## src/lrg_pkg.sv

```systemverilog
// Package for the lidar return gate: default sizes, register map, reset values,
// sine polynomial coefficients and the controller state type.
// Used by lidar_return_gate_sector_min, lrg_sine and the testbench; depends on nothing.
package lrg_pkg;

    localparam int MAX_SECTORS_DEF = 16;
    localparam int RANGE_BITS_DEF  = 20;
    localparam int ANGLE_BITS_DEF  = 16;

    localparam logic [31:0] SIN_KA = 32'd1686632582;
    localparam logic [31:0] SIN_KB = 32'd691032320;
    localparam logic [31:0] SIN_KC = 32'd78141562;

    localparam logic [1:0] REG_MIN_RANGE   = 2'd0;
    localparam logic [1:0] REG_MAX_RANGE   = 2'd1;
    localparam logic [1:0] REG_FILTER_SELF = 2'd2;
    localparam logic [1:0] REG_SECTORS     = 2'd3;

    localparam int MIN_RANGE_RST   = 100;
    localparam int MAX_RANGE_RST   = 40000;
    localparam int SECTORS_RST     = 8;

    typedef enum logic [2:0] {
        ST_IDLE,
        ST_TRIG,
        ST_MUL,
        ST_PT_OUT,
        ST_DUMP_RD,
        ST_DUMP_OUT
    } lrg_state_t;

endpackage

```

## src/lidar_return_gate_sector_min.sv

```systemverilog
// Lidar return gate with Cartesian conversion, frame minimum and sector minima.
// Instantiates lrg_sine and lrg_secmem; uses lrg_pkg.
//
// A kept return is accepted, then takes four sine evaluations on the shared sine unit (four
// steps and a done strobe each), then five fixed-point products on one multiplier, then the
// load of the output register. A stalled output holds the block in that last state. A dropped
// return leaves the block idle. A frame end is accepted; each report then takes a registered
// read of the sector memory and a load of the output register, and the block emits
// max(1, sectors in use) reports. The block takes no input while it walks the sectors.
// The sector valid flags clear at once with the last report, so no clearing pass follows
// reset.
module lidar_return_gate_sector_min #(
    parameter int MAX_SECTORS = lrg_pkg::MAX_SECTORS_DEF,
    parameter int RANGE_BITS  = lrg_pkg::RANGE_BITS_DEF,
    parameter int ANGLE_BITS  = lrg_pkg::ANGLE_BITS_DEF,
    localparam int IN_W  = (((2 * ANGLE_BITS + RANGE_BITS + 2) + 7) / 8) * 8,
    localparam int OUT_W = (((5 * RANGE_BITS + 41) + 7) / 8) * 8
) (
    input  logic             aclk,
    input  logic             aresetn,
    input  logic             s_tvalid,
    output logic             s_tready,
    // azimuth, elevation, range, hit, self_hit
    input  logic [IN_W-1:0]  s_tdata,
    // opcode
    input  logic             s_tuser,
    output logic             m_tvalid,
    input  logic             m_tready,
    // pos_x, pos_y, pos_z, sector_index, sector_min, sector_seen,
    // frame_min, frame_seen, point_count, frame_number
    output logic [OUT_W-1:0] m_tdata,
    // kind
    output logic             m_tuser,
    output logic             m_tlast,
    input  logic             psel,
    input  logic             penable,
    input  logic             pwrite,
    input  logic [3:0]       paddr,
    input  logic [31:0]      pwdata,
    output logic [31:0]      prdata,
    output logic             pready
);
    import lrg_pkg::*;

    localparam int AB    = ANGLE_BITS;
    localparam int RB    = RANGE_BITS;
    localparam int PW    = RB + 1;
    localparam int SEC_W = (MAX_SECTORS > 1) ? $clog2(MAX_SECTORS) : 1;
    localparam int N_W   = $clog2(MAX_SECTORS + 1);
    localparam int OPW   = (RB > 21) ? RB : 21;
    localparam int PRW   = 2 * OPW;
    localparam logic [AB-1:0] QTURN = {2'b01, {(AB - 2){1'b0}}};

    lrg_state_t state_reg, state_next;

    logic [RB-1:0] min_range_reg, min_range_next;
    logic [RB-1:0] max_range_reg, max_range_next;
    logic          filter_self_reg, filter_self_next;
    logic [4:0]    sectors_reg, sectors_next;

    logic [1:0]     tidx_reg, tidx_next;
    logic [2:0]     midx_reg, midx_next;
    logic [N_W-1:0] k_reg, k_next;
    logic           fvalid_reg, fvalid_next;
    logic [RB-1:0]  fmin_reg, fmin_next;
    logic [15:0]    cnt_reg, cnt_next;
    logic [15:0]    frames_reg, frames_next;
    logic           m_tvalid_reg, m_tvalid_next;

    logic [AB-1:0]  az_reg, el_reg;
    logic [RB-1:0]  r_reg;
    logic           sec_upd_reg;
    logic [SEC_W-1:0] sec_addr_reg;
    logic [20:0]    ce_reg, se_reg, ca_reg, sa_reg, fx_reg, fy_reg;
    logic           nce_reg, nse_reg, nca_reg, nsa_reg;
    logic [PW-1:0]  xm_reg, ym_reg, zm_reg;
    logic [N_W-1:0] rep_last_reg;
    logic           rep_en_reg;
    logic [RB-1:0]  rep_fmin_reg;
    logic           rep_fseen_reg;
    logic [15:0]    rep_cnt_reg, rep_fnum_reg;
    logic [OUT_W-1:0] m_tdata_reg;
    logic           m_tuser_reg, m_tlast_reg;

    logic [AB-1:0]  in_az, in_el_u;
    logic signed [AB-1:0] in_el;
    logic [RB-1:0]  in_rng;
    logic           in_hit, in_self;
    logic           s_acc, out_free, keep, cfg_wr;
    logic [1:0]     reg_idx;
    logic [N_W-1:0] n_cur;
    logic [AB+N_W-1:0] sprod;
    logic [N_W-1:0] s_raw, s_clamp;

    logic           sin_start, sin_done, sin_neg;
    logic [AB-1:0]  sin_phase;
    logic [20:0]    sin_mag;

    logic           mem_rd_en, mem_wr_en, mem_clear, mem_rd_valid;
    logic [SEC_W-1:0] mem_rd_addr;
    logic [RB-1:0]  mem_rd_data;

    logic [OPW-1:0] mul_a, mul_b;
    logic [PRW-1:0] qsum;
    logic           load_pt, load_rep;

    assign in_az   = s_tdata[AB-1:0];
    assign in_el   = s_tdata[2*AB-1:AB];
    assign in_el_u = in_el;
    assign in_rng  = s_tdata[2*AB+RB-1:2*AB];
    assign in_hit  = s_tdata[2*AB+RB];
    assign in_self = s_tdata[2*AB+RB+1];

    assign s_tready = (state_reg == ST_IDLE);
    assign s_acc    = s_tvalid && s_tready;
    assign out_free = !m_tvalid_reg || m_tready;
    assign keep     = in_hit && !(filter_self_reg && in_self)
                      && !(in_rng < min_range_reg) && !(in_rng > max_range_reg);

    assign n_cur   = (32'(sectors_reg) > MAX_SECTORS) ? N_W'(MAX_SECTORS)
                                                     : N_W'(sectors_reg);
    assign sprod   = (AB + N_W)'(in_az) * (AB + N_W)'(n_cur);
    assign s_raw   = sprod[AB+N_W-1:AB];
    assign s_clamp = (n_cur != '0 && s_raw > n_cur - N_W'(1)) ? n_cur - N_W'(1) : s_raw;

    // Configuration port.
    assign pready  = 1'b1;
    assign cfg_wr  = psel && penable && pwrite;
    assign reg_idx = paddr[3:2];

    always_comb begin
        min_range_next   = min_range_reg;
        max_range_next   = max_range_reg;
        filter_self_next = filter_self_reg;
        sectors_next     = sectors_reg;
        if (cfg_wr) begin
            case (reg_idx)
                REG_MIN_RANGE: begin
                    min_range_next = pwdata[RB-1:0];
                end
                REG_MAX_RANGE: begin
                    max_range_next = pwdata[RB-1:0];
                end
                REG_FILTER_SELF: begin
                    filter_self_next = pwdata[0];
                end
                REG_SECTORS: begin
                    sectors_next = pwdata[4:0];
                end
                default: begin
                end
            endcase
        end
    end

    always_comb begin
        case (reg_idx)
            REG_MIN_RANGE:   prdata = 32'(min_range_reg);
            REG_MAX_RANGE:   prdata = 32'(max_range_reg);
            REG_FILTER_SELF: prdata = 32'(filter_self_reg);
            REG_SECTORS:     prdata = 32'(sectors_reg);
            default:         prdata = 32'd0;
        endcase
    end

    function automatic logic [AB-1:0] phase_of(input logic [1:0] idx,
                                               input logic [AB-1:0] az,
                                               input logic [AB-1:0] el);
        logic [AB-1:0] p;
        case (idx)
            2'd0:    p = el + QTURN;
            2'd1:    p = el;
            2'd2:    p = az + QTURN;
            default: p = az;
        endcase
        return p;
    endfunction

    function automatic logic [PW-1:0] signed_out(input logic [PW-1:0] m,
                                                 input logic n);
        logic [PW-1:0] lim;
        logic [PW-1:0] v;
        lim = {1'b1, {RB{1'b0}}};
        if (n) begin
            v = (m > lim) ? lim : m;
            v = ~v + PW'(1);
        end else begin
            v = (m > lim - PW'(1)) ? lim - PW'(1) : m;
        end
        return v;
    endfunction

    lrg_sine #(
        .ANGLE_BITS(ANGLE_BITS)
    ) u_sine (
        .aclk    (aclk),
        .aresetn (aresetn),
        .start   (sin_start),
        .phase   (sin_phase),
        .done    (sin_done),
        .mag     (sin_mag),
        .neg     (sin_neg)
    );

    lrg_secmem #(
        .DEPTH(MAX_SECTORS),
        .AW   (SEC_W),
        .DW   (RB)
    ) u_secmem (
        .aclk      (aclk),
        .aresetn   (aresetn),
        .rd_en     (mem_rd_en),
        .rd_addr   (mem_rd_addr),
        .rd_data   (mem_rd_data),
        .rd_valid  (mem_rd_valid),
        .wr_en     (mem_wr_en),
        .wr_addr   (sec_addr_reg),
        .wr_data   (r_reg),
        .clear_all (mem_clear)
    );

    // Shared Q20 multiplier with round-half-up.
    always_comb begin
        case (midx_reg)
            3'd0: begin
                mul_a = OPW'(ce_reg);
                mul_b = OPW'(ca_reg);
            end
            3'd1: begin
                mul_a = OPW'(ce_reg);
                mul_b = OPW'(sa_reg);
            end
            3'd2: begin
                mul_a = OPW'(r_reg);
                mul_b = OPW'(fx_reg);
            end
            3'd3: begin
                mul_a = OPW'(r_reg);
                mul_b = OPW'(fy_reg);
            end
            default: begin
                mul_a = OPW'(r_reg);
                mul_b = OPW'(se_reg);
            end
        endcase
    end

    assign qsum = PRW'(mul_a) * PRW'(mul_b) + (PRW'(1) << 19);

    always_comb begin
        state_next = state_reg;
        case (state_reg)
            ST_IDLE: begin
                if (s_acc) begin
                    if (s_tuser) begin
                        state_next = ST_DUMP_RD;
                    end else if (keep) begin
                        state_next = ST_TRIG;
                    end
                end
            end
            ST_TRIG: begin
                if (sin_done && tidx_reg == 2'd3) begin
                    state_next = ST_MUL;
                end
            end
            ST_MUL: begin
                if (midx_reg == 3'd4) begin
                    state_next = ST_PT_OUT;
                end
            end
            ST_PT_OUT: begin
                if (out_free) begin
                    state_next = ST_IDLE;
                end
            end
            ST_DUMP_RD: begin
                state_next = ST_DUMP_OUT;
            end
            ST_DUMP_OUT: begin
                if (out_free) begin
                    state_next = (k_reg == rep_last_reg) ? ST_IDLE : ST_DUMP_RD;
                end
            end
            default: begin
                state_next = ST_IDLE;
            end
        endcase
    end

    always_comb begin
        sin_start   = 1'b0;
        sin_phase   = phase_of(tidx_reg + 2'd1, az_reg, el_reg);
        mem_rd_en   = 1'b0;
        mem_rd_addr = s_clamp[SEC_W-1:0];
        mem_wr_en   = 1'b0;
        mem_clear   = 1'b0;
        load_pt     = 1'b0;
        load_rep    = 1'b0;
        case (state_reg)
            ST_IDLE: begin
                sin_phase = phase_of(2'd0, in_az, in_el_u);
                sin_start = s_acc && !s_tuser && keep;
                mem_rd_en = s_acc && !s_tuser && keep;
            end
            ST_TRIG: begin
                sin_start = sin_done && (tidx_reg != 2'd3);
            end
            ST_MUL: begin
                mem_wr_en = (midx_reg == 3'd0) && sec_upd_reg
                            && (!mem_rd_valid || r_reg < mem_rd_data);
            end
            ST_PT_OUT: begin
                load_pt = out_free;
            end
            ST_DUMP_RD: begin
                mem_rd_en   = 1'b1;
                mem_rd_addr = k_reg[SEC_W-1:0];
            end
            ST_DUMP_OUT: begin
                load_rep  = out_free;
                mem_clear = out_free && (k_reg == rep_last_reg);
            end
            default: begin
            end
        endcase
    end

    always_comb begin
        tidx_next     = tidx_reg;
        midx_next     = midx_reg;
        k_next        = k_reg;
        fvalid_next   = fvalid_reg;
        fmin_next     = fmin_reg;
        cnt_next      = cnt_reg;
        frames_next   = frames_reg;
        m_tvalid_next = m_tvalid_reg && !m_tready;
        if (load_pt || load_rep) begin
            m_tvalid_next = 1'b1;
        end
        if (state_reg == ST_IDLE && s_acc) begin
            tidx_next = 2'd0;
            midx_next = 3'd0;
            k_next    = '0;
            if (s_tuser) begin
                frames_next = frames_reg + 16'd1;
                fvalid_next = 1'b0;
                fmin_next   = '0;
                cnt_next    = 16'd0;
            end else if (keep) begin
                if (cnt_reg != 16'hFFFF) begin
                    cnt_next = cnt_reg + 16'd1;
                end
                if (!fvalid_reg || in_rng < fmin_reg) begin
                    fmin_next   = in_rng;
                    fvalid_next = 1'b1;
                end
            end
        end
        if (state_reg == ST_TRIG && sin_done) begin
            tidx_next = tidx_reg + 2'd1;
        end
        if (state_reg == ST_MUL) begin
            midx_next = midx_reg + 3'd1;
        end
        if (load_rep) begin
            k_next = k_reg + N_W'(1);
        end
    end

    always_ff @(posedge aclk) begin
        if (!aresetn) begin
            state_reg       <= ST_IDLE;
            min_range_reg   <= RB'(MIN_RANGE_RST);
            max_range_reg   <= RB'(MAX_RANGE_RST);
            filter_self_reg <= 1'b1;
            sectors_reg     <= 5'(SECTORS_RST);
            tidx_reg        <= 2'd0;
            midx_reg        <= 3'd0;
            k_reg           <= '0;
            fvalid_reg      <= 1'b0;
            fmin_reg        <= '0;
            cnt_reg         <= 16'd0;
            frames_reg      <= 16'd0;
            m_tvalid_reg    <= 1'b0;
        end else begin
            state_reg       <= state_next;
            min_range_reg   <= min_range_next;
            max_range_reg   <= max_range_next;
            filter_self_reg <= filter_self_next;
            sectors_reg     <= sectors_next;
            tidx_reg        <= tidx_next;
            midx_reg        <= midx_next;
            k_reg           <= k_next;
            fvalid_reg      <= fvalid_next;
            fmin_reg        <= fmin_next;
            cnt_reg         <= cnt_next;
            frames_reg      <= frames_next;
            m_tvalid_reg    <= m_tvalid_next;
        end
    end

    always_ff @(posedge aclk) begin
        if (state_reg == ST_IDLE && s_acc) begin
            az_reg       <= in_az;
            el_reg       <= in_el_u;
            r_reg        <= in_rng;
            sec_upd_reg  <= (n_cur != '0);
            sec_addr_reg <= s_clamp[SEC_W-1:0];
            rep_en_reg   <= (n_cur != '0);
            rep_last_reg <= (n_cur == '0) ? '0 : n_cur - N_W'(1);
            rep_fmin_reg <= fvalid_reg ? fmin_reg : '0;
            rep_fseen_reg <= fvalid_reg;
            rep_cnt_reg  <= cnt_reg;
            rep_fnum_reg <= frames_reg + 16'd1;
        end
        if (state_reg == ST_TRIG && sin_done) begin
            case (tidx_reg)
                2'd0: begin
                    ce_reg  <= sin_mag;
                    nce_reg <= sin_neg;
                end
                2'd1: begin
                    se_reg  <= sin_mag;
                    nse_reg <= sin_neg;
                end
                2'd2: begin
                    ca_reg  <= sin_mag;
                    nca_reg <= sin_neg;
                end
                default: begin
                    sa_reg  <= sin_mag;
                    nsa_reg <= sin_neg;
                end
            endcase
        end
        if (state_reg == ST_MUL) begin
            case (midx_reg)
                3'd0:    fx_reg <= qsum[40:20];
                3'd1:    fy_reg <= qsum[40:20];
                3'd2:    xm_reg <= qsum[20 +: PW];
                3'd3:    ym_reg <= qsum[20 +: PW];
                default: zm_reg <= qsum[20 +: PW];
            endcase
        end
        if (load_pt) begin
            m_tdata_reg <= OUT_W'({signed_out(zm_reg, nse_reg),
                                   signed_out(ym_reg, nce_reg != nsa_reg),
                                   signed_out(xm_reg, nce_reg != nca_reg)});
            m_tuser_reg <= 1'b0;
            m_tlast_reg <= 1'b0;
        end else if (load_rep) begin
            m_tdata_reg <= OUT_W'({rep_fnum_reg, rep_cnt_reg, rep_fseen_reg, rep_fmin_reg,
                                   rep_en_reg && mem_rd_valid,
                                   (rep_en_reg && mem_rd_valid) ? mem_rd_data : RB'(0),
                                   rep_en_reg ? 4'(k_reg) : 4'd0,
                                   {(3 * PW){1'b0}}});
            m_tuser_reg <= 1'b1;
            m_tlast_reg <= (k_reg == rep_last_reg);
        end
    end

    assign m_tvalid = m_tvalid_reg;
    assign m_tdata  = m_tdata_reg;
    assign m_tuser  = m_tuser_reg;
    assign m_tlast  = m_tlast_reg;

    a_last_is_report: assert property (@(posedge aclk) disable iff (!aresetn)
        m_tvalid && m_tlast |-> m_tuser)
        else $error("last flag on a point result");

    a_point_fields_zero: assert property (@(posedge aclk) disable iff (!aresetn)
        m_tvalid && !m_tuser |-> m_tdata[OUT_W-1:3*PW] == '0)
        else $error("point result carries report fields");

    a_count_monotonic: assert property (@(posedge aclk) disable iff (!aresetn)
        !(s_acc && s_tuser) |=> cnt_reg >= $past(cnt_reg))
        else $error("point count dropped without a frame end");

    a_dump_blocks_input: assert property (@(posedge aclk) disable iff (!aresetn)
        s_acc && s_tuser |=> !s_tready)
        else $error("input taken during sector walk");

endmodule

```

## src/lrg_sine.sv

```systemverilog
// Iterative fixed-point sine magnitude: one multiplier, four steps per angle.
// Depends on lrg_pkg for the polynomial coefficients.
module lrg_sine #(
    parameter int ANGLE_BITS = lrg_pkg::ANGLE_BITS_DEF
) (
    input  logic                  aclk,
    input  logic                  aresetn,
    input  logic                  start,
    input  logic [ANGLE_BITS-1:0] phase,
    output logic                  done,
    output logic [20:0]           mag,
    output logic                  neg
);
    import lrg_pkg::*;

    localparam int SH = 20 - ANGLE_BITS;

    logic        running_reg, running_next;
    logic        done_reg, done_next;
    logic [1:0]  step_reg, step_next;
    logic [18:0] t_reg;
    logic [18:0] t2_reg;
    logic [31:0] acc_reg;
    logic        half_reg;
    logic [20:0] mag_reg;
    logic        neg_reg;

    logic [17:0] t18;
    logic [18:0] t_start;
    logic [18:0] mul_a;
    logic [31:0] mul_b;
    logic [50:0] prod;
    logic [32:0] psh;
    logic [32:0] rnd;

    assign t18     = 18'(phase[ANGLE_BITS-3:0]) << SH;
    assign t_start = phase[ANGLE_BITS-2] ? (19'd262144 - {1'b0, t18}) : {1'b0, t18};

    always_comb begin
        mul_a = t_reg;
        mul_b = acc_reg;
        case (step_reg)
            2'd0: begin
                mul_b = 32'(t_reg);
            end
            2'd1: begin
                mul_a = t2_reg;
                mul_b = SIN_KC;
            end
            2'd2: begin
                mul_a = t2_reg;
            end
            default: begin
                mul_a = t_reg;
            end
        endcase
    end

    assign prod = 51'(mul_a) * 51'(mul_b);
    assign psh  = prod[50:18];
    assign rnd  = {1'b0, psh[31:0]} + 33'd512;

    always_comb begin
        running_next = running_reg;
        step_next    = step_reg;
        done_next    = 1'b0;
        if (running_reg) begin
            step_next = step_reg + 2'd1;
            if (step_reg == 2'd3) begin
                running_next = 1'b0;
                done_next    = 1'b1;
            end
        end else if (start) begin
            running_next = 1'b1;
            step_next    = 2'd0;
        end
    end

    always_ff @(posedge aclk) begin
        if (!aresetn) begin
            running_reg <= 1'b0;
            done_reg    <= 1'b0;
            step_reg    <= 2'd0;
        end else begin
            running_reg <= running_next;
            done_reg    <= done_next;
            step_reg    <= step_next;
        end
    end

    always_ff @(posedge aclk) begin
        if (!running_reg && start) begin
            t_reg    <= t_start;
            half_reg <= phase[ANGLE_BITS-1];
        end else if (running_reg) begin
            case (step_reg)
                2'd0: begin
                    t2_reg <= psh[18:0];
                end
                2'd1: begin
                    acc_reg <= SIN_KB - psh[31:0];
                end
                2'd2: begin
                    acc_reg <= SIN_KA - psh[31:0];
                end
                default: begin
                    mag_reg <= rnd[30:10];
                    neg_reg <= half_reg && (rnd[30:10] != 21'd0);
                end
            endcase
        end
    end

    assign done = done_reg;
    assign mag  = mag_reg;
    assign neg  = neg_reg;

endmodule

```

## src/lrg_secmem.sv

```systemverilog
// Sector minimum store: synchronous memory with registered read and
// per-entry valid flags that clear at once. Depends on nothing.
module lrg_secmem #(
    parameter int DEPTH = 16,
    parameter int AW    = 4,
    parameter int DW    = 20
) (
    input  logic          aclk,
    input  logic          aresetn,
    input  logic          rd_en,
    input  logic [AW-1:0] rd_addr,
    output logic [DW-1:0] rd_data,
    output logic          rd_valid,
    input  logic          wr_en,
    input  logic [AW-1:0] wr_addr,
    input  logic [DW-1:0] wr_data,
    input  logic          clear_all
);
    logic [DW-1:0]    mem [DEPTH];
    logic [DEPTH-1:0] valid_reg, valid_next;
    logic [DW-1:0]    rd_data_reg;
    logic             rd_valid_reg;

    always_comb begin
        valid_next = valid_reg;
        if (clear_all) begin
            valid_next = '0;
        end else if (wr_en) begin
            valid_next[wr_addr] = 1'b1;
        end
    end

    always_ff @(posedge aclk) begin
        if (!aresetn) begin
            valid_reg <= '0;
        end else begin
            valid_reg <= valid_next;
        end
    end

    always_ff @(posedge aclk) begin
        if (wr_en) begin
            mem[wr_addr] <= wr_data;
        end
        if (rd_en) begin
            rd_data_reg  <= mem[rd_addr];
            rd_valid_reg <= valid_reg[rd_addr];
        end
    end

    assign rd_data  = rd_data_reg;
    assign rd_valid = rd_valid_reg;

endmodule

```

## config.mk

```make
export PLATFORM = sky130hd
export DESIGN_NAME = lidar_return_gate_sector_min
export DESIGN_NICKNAME = d
export VERILOG_FILES = /design/src/lrg_pkg.sv /design/src/lidar_return_gate_sector_min.sv /design/src/lrg_sine.sv /design/src/lrg_secmem.sv
export SDC_FILE = /design/constraint.sdc
export NUM_CORES = 2
export LEC_CHECK = 0
export ABC_CLOCK_PERIOD_IN_PS = 14000
export BUFFER_PORTS_ARGS = -buffer_cell sky130_fd_sc_hd__buf_2
export CORE_UTILIZATION = 40
export DETAILED_ROUTE_END_ITERATION = 12
export GPL_TIMING_DRIVEN = 0
export MAX_ROUTING_LAYER = met4
export PLACE_DENSITY_LB_ADDON = 0.3
export SYNTH_ARGS = -nofsm -noshare
export SYNTH_HDL_FRONTEND = slang
export SYNTH_SLANG_ARGS = --single-unit
```

## constraint.sdc

```tcl
create_clock -name aclk -period 14 [get_ports aclk]
set_input_delay 2.8 -clock aclk [delete_from_list [all_inputs] [get_ports aclk]]
set_output_delay 2.8 -clock aclk [all_outputs]
set_load 0.02 [all_outputs]
```

==> summary.md <==
| Metric | Value |
|---|---|
| RSZ-0062 raised after global routing | false |
| Top delay family on crit path | adder cells |
| Placed instance count | 10260 |
| Initial antenna violation count | 8 |
| Average footprint of a synthesized cell | ~11 µm² |
| CTS H-tree lvls | 3 |
| Crit Path Category | reg2reg |
| Maximum vdd ir drop | 152.8 µV |
| Util after Layout | 44.61% |
| CTS root buf | clkbuf_16 |
| F_max | a little under 0.08 GHz |
| Slew margin rel. | slightly below 5% |
| Clock sink total | 1014 |
| First-pass GRT wire length | between 300000 and 400000 µm |
| CORE AREA | between 150000 and 200000 µm² |
| Post-layout min period | approximately 13 ns |
| Post-synth EDFFs | ~800 |
| CP Launch Type | register |
| Largest net degree at the start of global routing | 65 |
| Sequential-to-total area share from yosys stat | a little over a third |
| Final nets | between 9000 and 10000 |
| Max reg flops | 320 |
| Max FO, Critical Path | 10 |
| Multi-input logic area | around 45000 µm² |
| P_leak | 37.04 nW |
| Delay of the slowest critical-path stage | a little over 0.9 ns |
| Post-Place Cell Area | about 83000 µm² |
| Final Hold Viols | 0 |
| Dpl hpwl | between 150000 and 200000 µm |
| CTS Buf Count | slightly above 100 |
| CP Buf/Inv Count | 11 |
| Ports | approximately 280 |
| Max_cap viols | 0 |
| Mapped Area | 78300 µm² |
| Ys flop type | edfxtp_1 |
| Netlist cell types | 88 |
| Reg2reg setup slack | between 1 and 1.5 ns |
| Die H | 444.4 µm |
| Layout cells sized above 1 | about 8.7% |
| Worst hold path endpoint | m_tdata[137]$_SDFFE_PP0P_ |
| Vias per cell | roughly 5.5 |
| Vias | 57310 |
| Register bit count reported by yosys | just over 1000 |
| FF-to-FF Start | u_sine.step_reg[1]$_SDFFE_PN0P_ |
| CP max-delay cell | mux2i_1 |
| Synthesis Warnings | 0 |
| Worst Tran Pin Value | 1.416 ns |
| Global-route usage over all layers | between 20 and 30% |
| # setup viols final | 0 |
| Final period utilization | 91.89% |
| Worst Hold Class | reg2reg |
| Antenna-violating nets left | 0 |
| Worst R2R End | u_sine.acc_reg[31]$_DFFE_PP_ |
| Hold buffer count at CTS | 0 |
| Total Die Area | about 200000 µm² |
| Sequential Area | around 28000 µm² |
| Skew-Pair Late Insertion Delay | just under 0.8 ns |
| Worst EP required | about 14 ns |
| Slew Limit Fails | 0 |
| Outcome | finished clean |
| Clk_skew | 0.08222 ns |
| Power density over the cells | 117.8 nW/µm² |
| Clock transition at path regs | 0.07 ns |
| Crit. End Element | register |
| Hold Crit Depth | 2 |
| Post-route setup TNS | 0 ns |
| DR pass1 iterations | 6 |
| Number of global-route vias before repair | roughly 58000 |
| Worst Min Path Start | m_tdata[137]$_SDFFE_PP0P_ |
| Filler cells | between 15000 and 20000 |
| Reg2Reg Depth | 37 |
| First-iteration detailed-routing DRC count | approximately 5000 |
| Area growth from synthesis to layout | 10.87% |
| Crit path DAT | around 13 ns |
| IO buf count | roughly 250 |
| Site row count | between 150 and 200 |
| DIE WIDTH | approximately 440 µm |
| Drt total wl | 248000 µm |
| Initial core utilization | 40.24% |
| GRT Residual Overflow | 0 |
| Setup bufs post-CTS | 0 |
| Cts repair resizes | 0 |
| WL per Instance | 23.72 µm |
| Drc violations | 0 |
| CTS tree | built |
| Post-synth ARST share | 0% |
| Gp weighted congestion | about 1 |
| Clock Tree Buf Depth | 3 |
| Fin area | around 87000 µm² |
| Final non-filler cell total | 10460 |
| Cells after synthesis | around 7400 |
synthesized netlist by cell type, types with 17 or more instances:
library cell,n,area [µm²]
nor2_1,585,2196
mux2_2,42,473.0
buf_2,20,100.1
or3_1,37,231.5
xnor2_1,99,867.1
mux2i_1,134,1341
buf_4,17,127.6
edfxtp_1,801,24050
fa_1,907,18160
and2_1,128,800.8
clkbuf_1,300,1126
nand2b_1,41,256.5
o31ai_1,18,135.1
nand3_1,81,405.4
a211oi_1,21,157.7
xor2_1,61,534.3
o21ai_0,168,840.8
o211ai_1,26,195.2
nor2b_1,38,237.7
nand2_1,1133,4253
ha_1,440,5505
mux4_2,85,1914
a21oi_1,284,1421
nor3_1,72,360.4
a31oi_1,55,344.1
and3_1,44,275.3
a22o_1,41,359.1
dfxtp_1,213,4264
nand4_1,32,200.2
inv_1,1101,4133
nor4_1,31,193.9
o21a_1,39,292.8
a22oi_1,43,322.8
a21o_1,59,442.9
final cells by class:
type	count	area share [%]
Antenna cell	4	0.01153
Clock inverter	55	0.6774
Tap cell	2542	3.664
Clock buffer	132	3.211
Sequential cell	1014	32.62
Multi-Input combinational cell	4958	51.43
Timing Repair Buffer	303	2.019
Buffer	345	1.598
Inverter	1104	4.774
how the worst max path moves through the flow:
stage	from	end	slack, ns	cells past startpoint
after global routing	u_sine.step_reg[1]$_SDFFE_PN0P_	u_sine.acc_reg[31]$_DFFE_PP_	0.87	37
after global placement	midx_reg[0]$_SDFFE_PN0P_	zm_reg[17]$_DFFE_PP_	1.29	32
final	u_sine.step_reg[1]$_SDFFE_PN0P_	u_sine.acc_reg[31]$_DFFE_PP_	1.14	37
after detailed placement	u_sine.step_reg[1]$_SDFFE_PN0P_	u_sine.acc_reg[31]$_DFFE_PP_	1.29	37
after floorplan	u_sine.step_reg[1]$_SDFFE_PN0P_	u_sine.acc_reg[31]$_DFFE_PP_	4.31	37
after CTS	u_sine.step_reg[1]$_SDFFE_PN0P_	u_sine.acc_reg[31]$_DFFE_PP_	1.27	37
routing by layer:
metal  routed length (µm)  share of wire [%]  GRT usage (%)
met1               103400                 42          34.24
met5                    0                  0              -
met3                17890                7.2          3.383
met2               115600                 47          40.49
met4                11040                4.5          9.672
metrics by stage:
| step | total power, mW | hold slack [ns] | setup slack, ns |
|---|---|---|---|
| 2_1_floorplan | 6.286 | 0.4198 | 4.311 |
| 3_3_place_gp | 7.376 | 0.4332 | 1.291 |
| 3_5_place_dp | 7.454 | 0.4417 | 1.291 |
| 4_1_cts | 10.20 | 0.4505 | 1.268 |
| 5_1_grt | 10.67 | 0.4785 | 0.8684 |
| 6_report | 10.22 | 0.4512 | 1.135 |
cell families (layout without fill, tap and decap cells):
logic type | after synthesis | in the layout | share of synthesized area (%)
and+or+nand+nor | 2285 | 2285 | 12.72
buffers and inverters | 1449 | 1939 | 7.060
adders and majority gates | 1348 | 1348 | 30.23
DFF | 1014 | 1014 | 36.17
AOI/OAI and AO/OA | 884 | 884 | 7.178
muxes | 261 | 261 | 4.762
xor gates and xnor gates | 164 | 164 | 1.873
other | 2 | 20 | 0.009592
power by group:
part	switching, mW	internal [mW]	total, mW
clock	1.24	1.52	2.75
sequential	0.126	3.57	3.70
combinational	2.39	1.38	3.77
placed cells by master (no fill, tap or decap), types with 32 or more instances in the layout:
master,Yosys,final
nand2_1,1133,1133
inv_1,1101,1100
fa_1,907,907
edfxtp_1,801,801
nor2_1,585,584
ha_1,440,440
clkbuf_1,300,319
a21oi_1,284,284
buf_2,20,268
dfxtp_1,213,213
o21ai_0,168,168
mux2i_1,134,133
and2_1,128,126
clkbuf_16,0,104
xnor2_1,99,96
mux4_2,85,85
nand3_1,81,81
nor3_1,72,70
xor2_1,61,61
buf_4,17,60
a21o_1,59,59
a31oi_1,55,55
and3_1,44,44
a22oi_1,43,43
mux2_2,42,42
nand2b_1,41,41
a22o_1,41,41
o21a_1,39,39
nor2b_1,38,37
or3_1,37,37
nand4_1,32,32
worst reg2reg max path: cells and delay by family, from the launching register on:
kind                     cells  cell delay (ns)
flip-flops                   1             0.66
AND/OR/NAND/NOR              7             1.22
XOR/XNOR                     1             0.10
buffers and inverters       11             2.84
adder cells (fa/ha/maj)      9             4.30
multiplexers                 1             0.93
AO/OA/AOI/OAI                8             2.57
Note: power is estimated with default switching activity, not from simulation.
